File: config.mk
export PLATFORM = sky130hd
export DESIGN_NAME = length_prefixed_frame_parser
export DESIGN_NICKNAME = d
export VERILOG_FILES = /design/src/rtl/core/lpfp_pkg.sv /design/src/rtl/core/length_prefixed_frame_parser.sv /design/src/rtl/core/lpfp_ctrl.sv /design/src/rtl/core/lpfp_dpath.sv
export SDC_FILE = /design/constraint.sdc
export NUM_CORES = 1
export LEC_CHECK = 0
export BUFFER_PORTS_ARGS = -buffer_cell sky130_fd_sc_hd__buf_2
export CAP_MARGIN = 10
export CORE_ASPECT_RATIO = 0.8
export CORE_MARGIN = 10
export CORE_UTILIZATION = 24
export DETAILED_ROUTE_END_ITERATION = 10
export GPL_ROUTABILITY_DRIVEN = 0
export PLACE_DENSITY = 0.42
export SETUP_SLACK_MARGIN = 0.1
export SLEW_MARGIN = 20
export SYNTH_ARGS = -nofsm -noshare
export SYNTH_HDL_FRONTEND = slang
export SYNTH_HIERARCHICAL = 1
export SYNTH_SLANG_ARGS = --single-unit
File: constraint.sdc
create_clock -name clk -period 3.88 [get_ports clk]
set_input_delay 0.388 -clock clk [delete_from_list [all_inputs] [get_ports clk]]
set_output_delay 0.388 -clock clk [all_outputs]
set_load 0.01 [all_outputs]
File: src/rtl/core/lpfp_pkg.sv
// ----------------------------------------------------------------------------
// lpfp_pkg
// Shared types and constants of the length-prefixed frame parser: controller
// states, controller/datapath command and status bundles, field widths.
// ----------------------------------------------------------------------------
package lpfp_pkg;

	localparam int BYTE_W = 8;
	localparam int FLEN_W = 6;
	localparam int IDX_W = 5;
	localparam int RESULT_CAP = 32;
	localparam logic [BYTE_W-1:0] TRAILER = 8'h23;

	typedef logic [BYTE_W-1:0] byte_t;

	typedef enum logic [2:0] {
		ST_HUNT,
		ST_LEN,
		ST_DATA,
		ST_RD,
		ST_LD
	} state_t;

	typedef struct packed {
		logic cap_cmd;
		logic cap_len;
		logic store_byte;
		logic clr_idx;
		logic rd_en;
		logic load_out;
		logic inc_idx;
	} ctl_cmd_t;

	typedef struct packed {
		logic cmd_nonzero;
		logic rem_zero;
		logic trailer_ok;
		logic out_free;
		logic last_item;
	} ctl_sts_t;

endpackage

File: src/rtl/core/length_prefixed_frame_parser.sv
// ----------------------------------------------------------------------------
// length_prefixed_frame_parser
// Deframes serial bytes: command, length, payload, trailer 0x23; a good frame
// comes out as one result per payload byte, or one empty result.
//
//   channel  handshake               payload
//   rx       rx_valid / rx_ready     rx_byte
//   frame    frame_valid/frame_ready command_byte, frame_length, byte_index,
//                                    payload_byte, has_data, last
//
// every received byte is taken as it arrives while the frame is coming in
// after a good trailer, each result is a buffer read then an output load, rx
// stalled until the last result is loaded into the output register
// the output register lets the next frame start while the last result waits
// async reset clears control, header and counter registers only, the payload buffer needs no clearing pass
// ----------------------------------------------------------------------------
module length_prefixed_frame_parser #(
	parameter int MAX_PAYLOAD = 32
) (
	input  logic                        clk,
	input  logic                        arst_n,
	input  logic                        rx_valid,
	output logic                        rx_ready,
	input  logic [lpfp_pkg::BYTE_W-1:0] rx_byte,
	output logic                        frame_valid,
	input  logic                        frame_ready,
	output logic [lpfp_pkg::BYTE_W-1:0] command_byte,
	output logic [lpfp_pkg::FLEN_W-1:0] frame_length,
	output logic [lpfp_pkg::IDX_W-1:0]  byte_index,
	output logic [lpfp_pkg::BYTE_W-1:0] payload_byte,
	output logic                        has_data,
	output logic                        last
);

	lpfp_pkg::ctl_cmd_t cmd;
	lpfp_pkg::ctl_sts_t sts;

	lpfp_ctrl u_ctrl (
		.clk      (clk),
		.arst_n   (arst_n),
		.rx_valid (rx_valid),
		.rx_ready (rx_ready),
		.sts      (sts),
		.cmd      (cmd)
	);

	lpfp_dpath #(
		.MAX_PAYLOAD (MAX_PAYLOAD)
	) u_dpath (
		.clk          (clk),
		.arst_n       (arst_n),
		.rx_byte      (rx_byte),
		.cmd          (cmd),
		.sts          (sts),
		.frame_valid  (frame_valid),
		.frame_ready  (frame_ready),
		.command_byte (command_byte),
		.frame_length (frame_length),
		.byte_index   (byte_index),
		.payload_byte (payload_byte),
		.has_data     (has_data),
		.last         (last)
	);

endmodule

File: src/rtl/core/lpfp_ctrl.sv
// ----------------------------------------------------------------------------
// lpfp_ctrl
// Frame controller: hunts for the command, takes length, payload and trailer,
// then steps the datapath through the stored payload one result at a time.
// ----------------------------------------------------------------------------
module lpfp_ctrl (
	input  logic              clk,
	input  logic              arst_n,
	input  logic              rx_valid,
	output logic              rx_ready,
	input  lpfp_pkg::ctl_sts_t sts,
	output lpfp_pkg::ctl_cmd_t cmd
);

	lpfp_pkg::state_t state_q;
	lpfp_pkg::state_t state_d;
	logic             fire;

	always_comb begin
		rx_ready = (state_q == lpfp_pkg::ST_HUNT) || (state_q == lpfp_pkg::ST_LEN) ||
			(state_q == lpfp_pkg::ST_DATA);
		fire = rx_valid && rx_ready;
	end

	always_ff @(posedge clk or negedge arst_n) begin
		if (!arst_n) begin
			state_q <= lpfp_pkg::ST_HUNT;
		end else begin
			state_q <= state_d;
		end
	end

	always_comb begin
		state_d = state_q;
		unique case (state_q)
			lpfp_pkg::ST_HUNT: begin
				if (fire && sts.cmd_nonzero) state_d = lpfp_pkg::ST_LEN;
			end
			lpfp_pkg::ST_LEN: begin
				if (fire) state_d = lpfp_pkg::ST_DATA;
			end
			lpfp_pkg::ST_DATA: begin
				if (fire && sts.rem_zero) begin
					state_d = sts.trailer_ok ? lpfp_pkg::ST_RD : lpfp_pkg::ST_HUNT;
				end
			end
			lpfp_pkg::ST_RD: begin
				state_d = lpfp_pkg::ST_LD;
			end
			lpfp_pkg::ST_LD: begin
				if (sts.out_free) begin
					state_d = sts.last_item ? lpfp_pkg::ST_HUNT : lpfp_pkg::ST_RD;
				end
			end
			default: state_d = lpfp_pkg::ST_HUNT;
		endcase
	end

	always_comb begin
		cmd = '0;
		unique case (state_q)
			lpfp_pkg::ST_HUNT: begin
				cmd.cap_cmd = fire && sts.cmd_nonzero;
			end
			lpfp_pkg::ST_LEN: begin
				cmd.cap_len = fire;
			end
			lpfp_pkg::ST_DATA: begin
				cmd.store_byte = fire && !sts.rem_zero;
				cmd.clr_idx = fire && sts.rem_zero && sts.trailer_ok;
			end
			lpfp_pkg::ST_RD: begin
				cmd.rd_en = 1'b1;
			end
			lpfp_pkg::ST_LD: begin
				cmd.load_out = sts.out_free;
				cmd.inc_idx = sts.out_free && !sts.last_item;
			end
			default: cmd = '0;
		endcase
	end

endmodule

File: src/rtl/core/lpfp_dpath.sv
// ----------------------------------------------------------------------------
// lpfp_dpath
// Frame datapath: header registers, byte counters, payload buffer memory and
// the output register that holds one result until it is taken.
// ----------------------------------------------------------------------------
module lpfp_dpath #(
	parameter int MAX_PAYLOAD = 32
) (
	input  logic                          clk,
	input  logic                          arst_n,
	input  logic [lpfp_pkg::BYTE_W-1:0]   rx_byte,
	input  lpfp_pkg::ctl_cmd_t            cmd,
	output lpfp_pkg::ctl_sts_t            sts,
	output logic                          frame_valid,
	input  logic                          frame_ready,
	output logic [lpfp_pkg::BYTE_W-1:0]   command_byte,
	output logic [lpfp_pkg::FLEN_W-1:0]   frame_length,
	output logic [lpfp_pkg::IDX_W-1:0]    byte_index,
	output logic [lpfp_pkg::BYTE_W-1:0]   payload_byte,
	output logic                          has_data,
	output logic                          last
);

	localparam int AW = (MAX_PAYLOAD > 1) ? $clog2(MAX_PAYLOAD) : 1;
	localparam logic [lpfp_pkg::BYTE_W-1:0] MAX_B = lpfp_pkg::BYTE_W'(MAX_PAYLOAD);
	localparam logic [lpfp_pkg::BYTE_W-1:0] CAP_B = lpfp_pkg::BYTE_W'(lpfp_pkg::RESULT_CAP);

	lpfp_pkg::byte_t              command_q;
	lpfp_pkg::byte_t              length_q;
	lpfp_pkg::byte_t              remaining_q;
	logic                         too_long_q;
	logic [lpfp_pkg::IDX_W-1:0]   idx_q;
	lpfp_pkg::byte_t              mem [MAX_PAYLOAD];
	lpfp_pkg::byte_t              rd_data_q;
	logic                         out_valid_q;
	lpfp_pkg::byte_t              out_cmd_q;
	logic [lpfp_pkg::FLEN_W-1:0]  out_len_q;
	logic [lpfp_pkg::IDX_W-1:0]   out_idx_q;
	lpfp_pkg::byte_t              out_data_q;
	logic                         out_has_q;
	logic                         out_last_q;

	lpfp_pkg::byte_t              wr_pos;
	logic                         wr_en;
	logic                         has_d;
	lpfp_pkg::byte_t              idx_next;

	always_comb begin
		wr_pos = length_q - remaining_q;
		wr_en = cmd.store_byte && (wr_pos < MAX_B);
		has_d = (length_q != '0);
		idx_next = lpfp_pkg::BYTE_W'(idx_q) + lpfp_pkg::BYTE_W'(1);
		sts.cmd_nonzero = (rx_byte != '0);
		sts.rem_zero = (remaining_q == '0);
		sts.trailer_ok = (rx_byte == lpfp_pkg::TRAILER) && !too_long_q;
		sts.out_free = !out_valid_q || frame_ready;
		sts.last_item = !has_d || (idx_next == length_q);
	end

	// header and counters
	always_ff @(posedge clk or negedge arst_n) begin
		if (!arst_n) begin
			command_q <= '0;
			length_q <= '0;
			remaining_q <= '0;
			too_long_q <= 1'b0;
			idx_q <= '0;
		end else begin
			if (cmd.cap_cmd) command_q <= rx_byte;
			if (cmd.cap_len) begin
				length_q <= rx_byte;
				remaining_q <= rx_byte;
				too_long_q <= (rx_byte > MAX_B) || (rx_byte > CAP_B);
			end
			if (cmd.store_byte) remaining_q <= remaining_q - lpfp_pkg::BYTE_W'(1);
			if (cmd.clr_idx) idx_q <= '0;
			else if (cmd.inc_idx) idx_q <= idx_q + lpfp_pkg::IDX_W'(1);
		end
	end

	// payload buffer
	always_ff @(posedge clk) begin
		if (wr_en) mem[AW'(wr_pos)] <= rx_byte;
		if (cmd.rd_en) rd_data_q <= mem[AW'(idx_q)];
	end

	// output register
	always_ff @(posedge clk or negedge arst_n) begin
		if (!arst_n) begin
			out_valid_q <= 1'b0;
		end else if (cmd.load_out) begin
			out_valid_q <= 1'b1;
		end else if (frame_ready) begin
			out_valid_q <= 1'b0;
		end
	end

	always_ff @(posedge clk) begin
		if (cmd.load_out) begin
			out_cmd_q <= command_q;
			out_len_q <= length_q[lpfp_pkg::FLEN_W-1:0];
			out_idx_q <= idx_q;
			out_data_q <= has_d ? rd_data_q : '0;
			out_has_q <= has_d;
			out_last_q <= sts.last_item;
		end
	end

	assign frame_valid = out_valid_q;
	assign command_byte = out_cmd_q;
	assign frame_length = out_len_q;
	assign byte_index = out_idx_q;
	assign payload_byte = out_data_q;
	assign has_data = out_has_q;
	assign last = out_last_q;

endmodule
# [Yosys cells after proc, flatten, opt, wreduce, memory -nomap -nowiden]
# Memory sizes are Yosys's and may differ from the RTL's. A register that Yosys moved wholly into a read port is not among the register bits.
# Index checks and enable logic that the tools add are counted.
[classes] n_mux=20 addsub=4 eq_ne=10 magnitude_cmp=2 n_reduce_logical=25
[ops] cell="$mux 8" count=2
[ops] cell="$reduce_bool 8->1" count=2
[ops] cell="$pmux 3 s5" count=1
[ops] cell="$mux 3" count=4
[ops] cell="$mux 5" count=2
[ops] cell="$eq 8x6->1 const B" count=1
[ops] cell="$eq 8x8->1" count=1
[ops] cell="$gt 8x6->1 const B" count=1
[ops] cell="$logic_and 1x1->1" count=8
[ops] cell="$logic_not 8->1" count=1
[ops] cell="$lt 8x6->1 const B" count=1
[ops] cell="$mux 2" count=4
[ops] cell="$sub 8x1->8 const B" count=1
[ops] cell="$sub 8x8->8" count=1
[ops] cell="$mux 1" count=7
[ops] cell="$add 5x1->6 const B" count=1
[ops] cell="$eq 3x2->1 const B" count=2
[ops] cell="$reduce_bool 2->1" count=3
[ops] cell="$add 5x1->5 const B" count=1
[ops] cell="$logic_not 1->1" count=5
[ops] cell="$logic_or 1x1->1" count=4
[ops] cell="$ne 2x1->1 const B" count=2
[ops] cell="$ne 2x2->1 const B" count=2
[ops] cell="$reduce_and 4->1" count=1
[ops] cell="other kinds (3)" count=3
[word_totals] memories=1 ff_bits=63 elab_cells=75 ram_bits=256 in_bits=12 output_inout_bits=31
[memory_table] name="u_dpath.mem" depth=32 width=8 read_ports=1 rd_ports_with_merged_regs=1 write_ports=1 line="lpfp_dpath.sv:33" text="lpfp_pkg::byte_t mem [MAX_PAYLOAD];"

# [Logic depth before layout (Yosys ltp)]
[depth] depth_word=10 mapped_depth=11 depth_no_buf=9

# [Hierarchy]
# Netlist, hierarchy kept.
[by_module_without_submodules] module="lpfp_dpath" n_inst=1 area_each_um2=13352.8 cells_each=795 seq_area_each_um2=9574.2
[by_module_without_submodules] module="lpfp_ctrl" n_inst=1 area_each_um2=281.5 cells_each=36 seq_area_each_um2=75.1

# [Least setup slack after synthesis]
# Ideal clock, no wire load.
[synth_path] path_type="register to register" from="reg u_dpath.length_q[0]" to="mem u_dpath/mem[11][0] in the netlist's numbering (enable)" arrival_time_ns=2.667 stages_incl_launch_ff=9 n_path_buf=0 slack_ns=0.830 required_ns=3.497 setup_time_ns=0.383 period_less_slack_ns=3.050 path_cell_list="dfrtp_1 inv_1 ha_1 fa_1 nor2b_4 o2111a_1 o21ai_1 a211o_4 nor3_1"
[synth_via] elab_chain_len=5
[synth_lines] item="from (decl)" line="lpfp_dpath.sv:29" text="lpfp_pkg::byte_t length_q;"
[synth_lines] item="from (signal assigned)" line="lpfp_dpath.sv:71" text="length_q <= rx_byte;"
[synth_lines] item="$sub 8x8->8 (*)" line="lpfp_dpath.sv:49" text="wr_pos = length_q - remaining_q;"
[synth_lines] item="$lt 8x6->1" line="lpfp_dpath.sv:50" text="wr_en = cmd.store_byte && (wr_pos < MAX_B);"
[synth_lines] item="$logic_and 1x1->1" line="lpfp_dpath.sv:50"
[synth_lines] item="$mux 1" line="lpfp_dpath.sv:83" text="if (wr_en) mem[AW'(wr_pos)] <= rx_byte;"
[synth_lines] item="$mux 1 (implied by the code)" line="lpfp_dpath.sv:83"
[synth_lines] item="to (decl)" line="lpfp_dpath.sv:33"
# Mark *: on every way between the ends. The rest lies on a longest branch, timed or not.

# [Final worst setup path]
[layout_path] from="reg u_dpath.length_q[4]" to="mem u_dpath/mem[21][6] in the netlist's numbering (enable)"
# The elaborated chain is that of the path after synthesis.

==> summary.txt <==
Run status
  • Outcome: complete, no violations

STA
  • Least-Margin Pin Slew: 0.975 ns
  • Slew HR: between 30% and 40%
  • RSZ-0062 raised after global routing: no
  • # setup viols final: 0
  • Max-slew violations: 0
  • Tcrit/Tclk final: between 80% and 90%
  • TNS Setup: 0 ns
  • Final-report hold violation count: 0
  • Clk_skew: 0.0254 ns
  • Fin crit period: 3.30 ns
  • Fmax: 303 MHz

Floorplanning
  • # IOs: 43
  • Die area: 66800 um2
  • DIE HEIGHT: around 230 um
  • Initial core utilization: 24.1%
  • Site Rows: 78
  • Core Area: 56500 um2
  • Die Wd: 286 um

Synthesis
  • Asr flop ratio synth: 10.4%
  • Mapped Nets: 855
  • Adder-cell share of the synthesized area: 1.16%
  • Post-synth top area cell: edfxtp_1
  • Post-synth top flop: edfxtp_1
  • Largest family of logic cells by synthesized area: multiplexers
  • EDFF count, synth: between 200 and 300
  • Mux share of post-synthesis cell area: a little under an eighth
  • #FFs+latches synth: 327
  • YS warnings: 6
  • Compound-cell area share of the yosys netlist: 5.84%
  • Post-Synth XOR/XNOR Area: under 10%
  • Post-Synth Simple-Gate Area: 7.91%
  • Cell variety after synth: 63
  • Avg Inst Size Synth: 16.4 um2
  • Sequential area share after synthesis: a little over two thirds
  • Post-synth top area share: 64.5%
  • Synth area leaders: edfxtp_1, dfrtp_1, mux4_2, mux2i_1, a22oi_1
  • Mapped Area: 13600 um2
  • Post-Syn Instances: 831

Critical path
  • Worst setup SP type: flop
  • Crit path DAT: about 3.6 ns
  • Crit-path max FO: 12
  • Crit-path slowest cell: xor2_1
  • Worst Setup Path Type: reg -> reg
  • Slowest cell delay on critical path: approximately 0.79 ns
  • CP Capture Type: flop
  • Crit path required time: 4.17 ns
  • Worst-path cell chain: ha_1, or2_1, a311oi_2, a21oi_1, xor2_1, nor3_1, buf_4

Routing
  • First-pass iteration count of the detailed router: 4
  • Final wirelength: 36.2 mm
  • Vias per inst: 4.42
  • ANT nets after route: 0
  • Via count: 7579
  • Routed len/inst: 21.1 um
  • Iter 0 DRT Violations: 602
  • DR DRC count: 0

Layout
  • P&R area growth vs syn: 19.1%
  • Fraction of layout instances using a drive strength above 1: 22.7%
  • Most common cell after layout, fill and taps aside: edfxtp_1
  • Final Net Count: 950
  • Commonest non-fill, non-tap cells in the layout: edfxtp_1, mux2i_1, buf_4
  • ANT cells: 0

Global routing
  • Global-route wire length before repair: 53.6 mm
  • Overall routing resource usage: 10.8%
  • Largest net degree at the start of global routing: 47
  • Vias in the first global route: 7801
  • GR Overflow Total: 0
  • Initial antenna violation count: 2

Clock network
  • Htree depth: 2
  • Worst-path clk slew: 0.06 ns
  • Root buf cell: clkbuf_16
  • Latest clock arrival within the worst-skew pair: between 0.5 and 0.6 ns
  • Clock sinks: 327
  • Longest Clk Path Bufs: 3
  • Post-cts resize count: 0
  • CTS tree: yes
  • CTS Buf Count: 37

Power and ir drop
  • Switch share: about 34%
  • Pwr per Cell Area: 712 nW/um2
  • Power Internal: 7.64 mW
  • Flop pwr share: 38.2%
  • Peak supply drop: 0.376 mV
  • Leakage power: 5.41 nW
  • Clock power share: 29.6%
  • Comb power frac: between 30% and 40%
  • Design Power: 11.6 mW
  • P_sw: 3.93 mW

Job
  • Max-Cap Viols: 0

Placement
  • I/O Buffers: 42
  • DP HPWL: 24.2 mm

Worst hold path
  • Worst hold-check path type: in -> reg
logic make-up after synthesis:
group / count (synthesis)
simple gates: 201
fa+ha+maj: 12
compound gates: 107
buf+inv: 52
xor+xnor: 19
mux: 113
flops: 327
layout make-up:
cell class,instances,area [um2]
fill,5674,40300
sequential,327,9650
multi-input combinational,452,3760
clock buffer,45,977
tap,760,951
timing repair buffer,95,636
clock inverter,22,214
inverter,13,48.8
timing repair:
action                    CTS  global route
buffers inserted            0             0
hold endpoints to repair   24             0
hold buffers                1             0
sequential cells by signal, indices dropped and copies added (netlist names), 6 cells and up:
register and count:
u_dpath/rd_data_q 8, u_dpath/mem 256, u_dpath/remaining_q 8, u_dpath/length_q 8, u_dpath/frame_length 6, u_dpath/payload_byte 8
u_dpath/command_q 8, u_dpath/command_byte 8
power groups by stage:
stage | Clock [mW] | Combinational (mW) | Sequential, mW
2_1_floorplan | 0 | 2.83 | 4.38
3_3_place_gp | 0 | 3.71 | 4.49
3_5_place_dp | 0 | 3.74 | 4.50
4_1_cts | 3.53 | 3.76 | 4.42
5_1_grt | 3.70 | 4.10 | 4.45
6_report | 3.43 | 3.72 | 4.42
Yosys cell counts, types with 10 or more instances:
cell and count:
nor3_1 28, clkbuf_1 19, mux2_2 13, edfxtp_1 293
inv_1 11, mux4_2 32, nand2_1 33, buf_2 11
nand3_1 25, a21oi_1 21, nand4_1 12, nor2_1 39
and2_1 10, xor2_1 10, ha_1 11, dfrtp_1 34
a22oi_1 40, mux2i_1 68
worst max-delay path, delay by kind of cell, from the launching register on:
| family | cells | cell delay, ns |
|---|---|---|
| XOR/XNOR | 1 | 0.79 |
| flip-flops | 1 | 0.45 |
| AO/OA/AOI/OAI | 2 | 0.57 |
| buffers and inverters | 1 | 0.25 |
| adder cells (fa/ha/maj) | 1 | 0.48 |
| AND/OR/NAND/NOR | 2 | 0.49 |
worst paths after layout:
path                                                  startpoint                                 to  slack [ns]  depth (start not counted)
min in group asynchronous                                 arst_n   u_dpath/command_q[5]$_DFFE_PN0P_        0.50                          2
worst max register to register   u_dpath/length_q[4]$_DFFE_PN0P_       u_dpath/mem[21][6]$_DFFE_PP_        0.58                          7
max in group asynchronous                                 arst_n       u_dpath/idx_q[0]$_DFFE_PN0P_        2.73                          2
worst max-delay path             u_dpath/length_q[4]$_DFFE_PN0P_       u_dpath/mem[21][6]$_DFFE_PP_        0.58                          7
worst min-delay path                                    rx_valid      u_ctrl/state_q[0]$_DFFE_PN0P_        0.14                          2
worst min register to register  u_dpath/command_q[3]$_DFFE_PN0P_  u_dpath/command_byte[3]$_DFFE_PP_        0.44                          0
per-stage QoR:
step | cell area, um2 | util (%) | setup slack (ns) | hold slack (ns) | cells
after floorplan | 13600 | - | 0.830 | 0.0924 | 831
after global placement | 15000 | 26.6 | 0.690 | 0.429 | 1646
after detailed placement | 15000 | 26.6 | 0.652 | 0.431 | 1646
after CTS | 16200 | 28.7 | 0.622 | 0.105 | 1714
after global routing | 16200 | 28.7 | 0.422 | 0.142 | 1714
final | 16200 | 28.7 | 0.581 | 0.140 | 1714
per-layer routing:
metal  vias up  track usage [%]  part of all wire, %
met5         -                0                0.036
met4         2             2.74                  1.8
met3        53             2.78                  5.2
met2       140             16.0                   44
met1      3895             15.3                   49
li1       3489                -                    -
Note: power is estimated with default switching activity, not from simulation.
